[src/rtl/core/dpfth_div_cell.sv]
module dpfth_div_cell #(
  parameter int DW  = 16,
  parameter int QW  = 27,
  parameter int SBW = 9
) (
  input  logic           clk,
  input  logic           rst,
  input  logic           en,
  input  logic           prev_valid,
  input  logic [DW-1:0]  prev_rem,
  input  logic [QW-1:0]  prev_sh,
  input  logic [DW-1:0]  prev_den,
  input  logic [SBW-1:0] prev_side,
  output logic           valid,
  output logic [DW-1:0]  rem,
  output logic [QW-1:0]  sh,
  output logic [DW-1:0]  den,
  output logic [SBW-1:0] side
);

  logic [DW:0] trial;
  logic [DW:0] diff;
  logic        ge;

  // one restoring step: shift in the next dividend bit, subtract if it fits
  assign trial = {prev_rem, prev_sh[QW-1]};
  assign diff  = trial - {1'b0, prev_den};
  assign ge    = (trial >= {1'b0, prev_den});

  always_ff @(posedge clk) begin
    if (rst) begin
      valid <= 1'b0;
    end else if (en) begin
      valid <= prev_valid;
    end
  end

  always_ff @(posedge clk) begin
    if (en) begin
      rem  <= ge ? diff[DW-1:0] : trial[DW-1:0];
      sh   <= {prev_sh[QW-2:0], ge};
      den  <= prev_den;
      side <= prev_side;
    end
  end

endmodule

[src/rtl/core/dpfth_div.sv]
module dpfth_div #(
  parameter int DW  = 16,
  parameter int QW  = 27,
  parameter int SBW = 9
) (
  input  logic              clk,
  input  logic              rst,
  input  logic              en,
  input  logic              in_valid,
  input  logic [QW+DW-1:0]  in_num,
  input  logic [DW-1:0]     in_den,
  input  logic [SBW-1:0]    in_side,
  output logic              out_valid,
  output logic [QW-1:0]     out_quo,
  output logic [SBW-1:0]    out_side
);

  logic           lk_valid [QW+1];
  logic [DW-1:0]  lk_rem   [QW+1];
  logic [QW-1:0]  lk_sh    [QW+1];
  logic [DW-1:0]  lk_den   [QW+1];
  logic [SBW-1:0] lk_side  [QW+1];

  // dividend high part is below the divisor; low part shifts out as quotient shifts in
  assign lk_valid[0] = in_valid;
  assign lk_rem[0]   = in_num[QW+DW-1:QW];
  assign lk_sh[0]    = in_num[QW-1:0];
  assign lk_den[0]   = in_den;
  assign lk_side[0]  = in_side;

  for (genvar gi = 0; gi < QW; gi++) begin : g_cell
    dpfth_div_cell #(.DW(DW), .QW(QW), .SBW(SBW)) u_cell (
      .clk        (clk),
      .rst        (rst),
      .en         (en),
      .prev_valid (lk_valid[gi]),
      .prev_rem   (lk_rem[gi]),
      .prev_sh    (lk_sh[gi]),
      .prev_den   (lk_den[gi]),
      .prev_side  (lk_side[gi]),
      .valid      (lk_valid[gi+1]),
      .rem        (lk_rem[gi+1]),
      .sh         (lk_sh[gi+1]),
      .den        (lk_den[gi+1]),
      .side       (lk_side[gi+1])
    );
  end

  assign out_valid = lk_valid[QW];
  assign out_quo   = lk_sh[QW];
  assign out_side  = lk_side[QW];

endmodule

[config.mk]
export PLATFORM = sky130hd
export DESIGN_NAME = dpfth_div
export DESIGN_NICKNAME = d
export VERILOG_FILES = /design/src/rtl/core/dpfth_div_cell.sv /design/src/rtl/core/dpfth_div.sv
export SDC_FILE = /design/constraint.sdc
export NUM_CORES = 2
export LEC_CHECK = 0
export ABC_AREA = 1
export BUFFER_PORTS_ARGS = -buffer_cell sky130_fd_sc_hd__buf_4
export CAP_MARGIN = 20
export CORE_MARGIN = 2
export CORE_UTILIZATION = 65
export DETAILED_ROUTE_END_ITERATION = 10
export GPL_TIMING_DRIVEN = 0
export PLACE_DENSITY = 0.84
export SYNTH_ARGS = -nofsm -noshare
export SYNTH_HDL_FRONTEND = slang
export SYNTH_SLANG_ARGS = --single-unit
[constraint.sdc]
create_clock -name clk -period 3.4 [get_ports clk]
set_input_delay 0.34 -clock clk [delete_from_list [all_inputs] [get_ports clk]]
set_output_delay 0.34 -clock clk [all_outputs]
set_load 0.02 [all_outputs]
Yosys cells after proc, flatten, opt, wreduce, memory -nomap -nowiden --
Cells that the tools add are included.
Storage, ports and cells: output and inout port bits 37, bits of input ports 72, register bits after elaboration 1831, logic and storage cells 212
Operators by class: add/sub/neg operators 26, magnitude comparators 27, multiplexer cells 26
Operators by type and width (number):
- $ge 17x16->1 | 27
- $mux 16 | 26
- $sub 16x16->16 | 26

Logic depth before layout (Yosys ltp) --
depth after elaboration 2, depth in mapped cells 15

Hierarchy --
A second synthesis with hierarchy kept.
Second synthesis, totals: cells, all modules 9207, area, all modules 92766.5 um2
By module, submodules not included:
- dpfth_div_cell at g_cell[14].u_cell ... | cells each 340, area an instance 3394.5 um2, times used 18
- dpfth_div_cell at g_cell[0].u_cell ... | cells each 343, area an instance 3518.4 um2, times used 9

Worst setup path before layout --
Ideal clock, no wire load.
kind reg-to-reg, start register g_cell[10].u_cell.den[0], end register g_cell[11].u_cell.rem[8], data pin, library setup time 0.253 ns, cell stages (with the launch flop) 10, path slack 1.461 ns, clock period less this slack 1.939 ns, data arrival time 1.686 ns, data required time 3.147 ns, cell sequence edfxtp_1 -> ha_1 -> fa_1 -> inv_1 -> nand3_1 -> nand3_1 -> a21oi_1 -> or2_2 -> nand3_1 -> nand2_1
Between the ends: word-level cells in the longest chain between the ends 2
Ends and longest elaborated chain:
- start, declared | RTL line dpfth_div_cell.sv:17 | output logic [DW-1:0] den,
- start signal, assigned | RTL line dpfth_div_cell.sv:42 | den <= prev_den;
- $sub 16x16->16 or $ge 17x16->1 (tied branches) | RTL line dpfth_div_cell.sv:27, dpfth_div_cell.sv:28
- $mux 16 (*) | RTL line dpfth_div_cell.sv:40 | rem <= ge ? diff[DW-1:0] : trial[DW-1:0];
- end signal, assigned | RTL line dpfth_div_cell.sv:40
- end, declared | RTL line dpfth_div_cell.sv:15 | output logic [DW-1:0] rem,
Every way passes the cells marked *; elsewhere a longest branch is shown, timed or not. A chain may end at the register's enable or synchronous reset.

Worst setup path in the final report --
start input en, end register g_cell[2].u_cell.sh[0] (enable)
RTL lines:
- start, declared | RTL line dpfth_div.sv:8 | input logic en,
- end signal, assigned | RTL line dpfth_div_cell.sv:41 | sh <= {prev_sh[QW-2:0], ge};
- end, declared | RTL line dpfth_div_cell.sv:16 | output logic [QW-1:0] sh,
No word-level cell between the ends.

==> flow_summary_export.csv <==
group,metric,value,unit
route,routed_wl,202,mm
timing,fin_crit,3.09,ns
global_routing,gr-usage-all-layers,28.4,%
finish,multi_input_area,28700,µm²
clocking,insertion_delay,0.84,ns
floorplanning,fp-row-count,136,
placed_design,place_area,93800,µm²
pwr,seqPwrFrac,38.3,%
route,route.detailed.drc,0,
setup_path,crit_path_end_kind,"flip-flop",
pwr,combPwrFrac,38.5,%
pwr,p_switching,32800,µW
finish,num_antenna_cells,0,
placed_design,portBuffers,107,
pwr,clkPwrFrac,23.2,%
synth,synth_warnings,0,
synth,avgSynthCellArea,9.86,µm²
synth,yosys_register_bits,1831,
pwr,p_leak,0.0471,µW
finish,fillCellCount,9762,
pwr,power.density,851,nW/µm²
synth,syn-num-nets,9705,
clocking,clkTransAtPathRegs,0.07,ns
placed_design,routabilityCongestion,0.924,
timing,finalSetupTns,0,ns
global_routing,grt_first_pass_wirelength,315,mm
finish,finalInstanceArea,100000,µm²
setup_path,cp_common_cell,"buf_16",
global_routing,grt_overflow,0,
floorplanning,ioPinCount,109,
setup_path,path_cells,"buf_16 -> buf_16 -> buf_16 -> buf_16 -> bufbuf_16",
finish,layout-drive-gt1-share,6.77,%
clocking,clkSinkCount,1831,
global_routing,grt_pass1_vias,59800,
pwr,vdd_ir_drop_max,756,µV
setup_path,cp-start-kind,"primary input",
timing,skew,0.0597,ns
floorplanning,start_util,65.6,%
placed_design,hpwl,143,mm
floorplanning,design.die.area,142000,µm²
timing,slew_violations,0,
clocking,postCtsSetupBuffers,0,
finish,layout.cells.non_filler,11500,
hold_path,min_path_cells,1,
setup_path,crit_arrival,3.52,ns
finish,seqCellArea,54700,µm²
setup_path,slowest_delay,0.81,ns
clocking,cts_resized,0,
finish,most-common-layout-cells,"nand2_1, edfxtp_1, inv_1",
synth,synth_top_area_share,59.9,%
clocking,cts_tree,"yes",
hold_path,hp-class,"in2reg",
timing,rsz0062_at_grt,"no",
route,vias,61800,
route,ant_nets,0,
finish,nets,10100,
synth,syn-cell-area,90400,µm²
run,max_cap_violations,0,
timing,tightest_slew,1.12,ns
finish,mostFrequentLayoutCell,"nand2_1",
run_status,status,"completed",
synth,synth_area_leaders,"edfxtp_1, nand2_1, inv_1",
finish,synthToLayoutAreaGrowth,11.0,%
pwr,p_int,52600,µW
route,drt_pre_antenna_iters,6,
timing,fmax,323,MHz
setup_path,r2r_cells,13,
route,drt_iter0_markers,5481,
timing,finalSetupViolations,0,
synth,synth.largest_area_cell,"edfxtp_1",
pwr,swShare,38.4,%
placed_design,dp_cells,11100,
route,wl_per_cell,17.6,µm
setup_path,crit_slowest_cell,"bufbuf_16",
global_routing,grt_antenna_before_repair,2,
clocking,cts_buffers,177,
route,via_per_inst,5.39,
floorplanning,die_w,377,µm
timing,whs,0.0181,ns
setup_path,required,3.82,ns
floorplanning,die_h,377,µm
clocking,clk_path_buf_depth,3,
clocking,htreeDepth,4,
timing,relSlewSlack,25.6,%
synth,postSynthCellCount,9175,
finish,final_util,72.9,%
timing,final-hold-violation-count,0,
synth,ys_types,48,
setup_path,critPathKind,"in2reg",
clocking,root_buffer,"clkbuf_16",
synth,yosysSeqAreaShare,60.5,%
global_routing,grt_start_max_net_pins,204,
setup_path,crit_fanout,164,
timing,finalCritPeriodShare,91.0,%
floorplanning,core,138000,µm²
final timing paths:
| check | startpoint | end | slack, ns |
|---|---|---|---|
| setup / recovery | en | g_cell[2].u_cell.sh[0] | 0.31 |
| hold / removal | en | g_cell[1].u_cell.sh[4] | 0.02 |
| setup reg to reg | g_cell[6].u_cell.rem[1] | g_cell[7].u_cell.rem[11] | 0.77 |
| hold reg to reg | g_cell[23].u_cell.sh[11] | g_cell[24].u_cell.sh[12] | 0.38 |
timing repair:
item                                    in CTS  in global routing
hold buffers                                69                  0
endpoints found under the setup margin     186                  0
endpoints found under the hold margin       75                  0
Yosys cell counts, drive strengths merged:
| cell type | n |
|---|---|
| dfxtp | 27 |
| xnor2 | 37 |
| nor3b | 2 |
| nor2 | 365 |
| and2 | 19 |
| fa | 26 |
| o21ai | 25 |
| o21bai | 14 |
| inv | 1653 |
| and3 | 5 |
| or2 | 27 |
| a21o | 1 |
| ha | 432 |
| nor4 | 6 |
| nand4 | 113 |
| nor3 | 79 |
| nand2 | 3291 |
| a21oi | 268 |
| buf | 89 |
| clkinv | 1 |
| nand3 | 668 |
| a21boi | 2 |
| nand3b | 66 |
| o21a | 17 |
| edfxtp | 1804 |
| xor2 | 123 |
| clkbuf | 15 |
final cells by class:
class / count / share of cell area (%)
Buffer: 104 / 0.780
Clock buffer: 223 / 4.63
Clock inverter: 101 / 1.28
Inverter: 1654 / 6.18
Multi-Input combinational cell: 5586 / 28.6
Sequential cell: 1831 / 54.5
Tap cell: 1794 / 2.24
Timing Repair Buffer: 186 / 1.79
cell families after synthesis:
group	count (synthesis)	synth area share, %
flops	1831	60.5
buf+inv	1758	7.73
compound gates	327	1.91
simple gates	4641	21.8
xor+xnor	160	1.55
fa+ha+maj	458	6.55
per-stage QoR:
step | total power (µW) | worst slack [ns]
3_3_place_gp | 65000 | -13.02
6_report | 85400 | 0.306
3_5_place_dp | 65100 | -1.02
5_1_grt | 91100 | 0.0818
2_1_floorplan | 55800 | 1.46
4_1_cts | 85400 | 0.353
routing by layer:
| layer | GRT usage [%] | part of all wire [%] |
|---|---|---|
| met2 | 48.8 | 49 |
| met4 | 10.2 | 3.5 |
| met1 | 37.2 | 41 |
| met3 | 3.73 | 5.6 |
| met5 | 0 | 0.0064 |
power by group through the flow:
stage | Combinational (µW) | Sequential [µW] | Clock [µW]
CTS | 32500 | 32700 | 20200
finish | 32900 | 32700 | 19800
floorplan | 24000 | 31800 | 0
global route | 37100 | 33000 | 21000
detailed placement | 32000 | 33100 | 0
global placement | 31400 | 33600 | 0
sequential cells by signal (all words and copies together), names as in the netlist:
signal,cells
g_cell.u_cell.sh,729
g_cell.u_cell.den,416
g_cell.u_cell.rem,416
g_cell.u_cell.valid,27
g_cell.u_cell.side,243
critical path: cells and delay by family:
kind	cells	cell delay (ns)
buf+inv	5	2.68
Power figures use the tool's default switching activity.
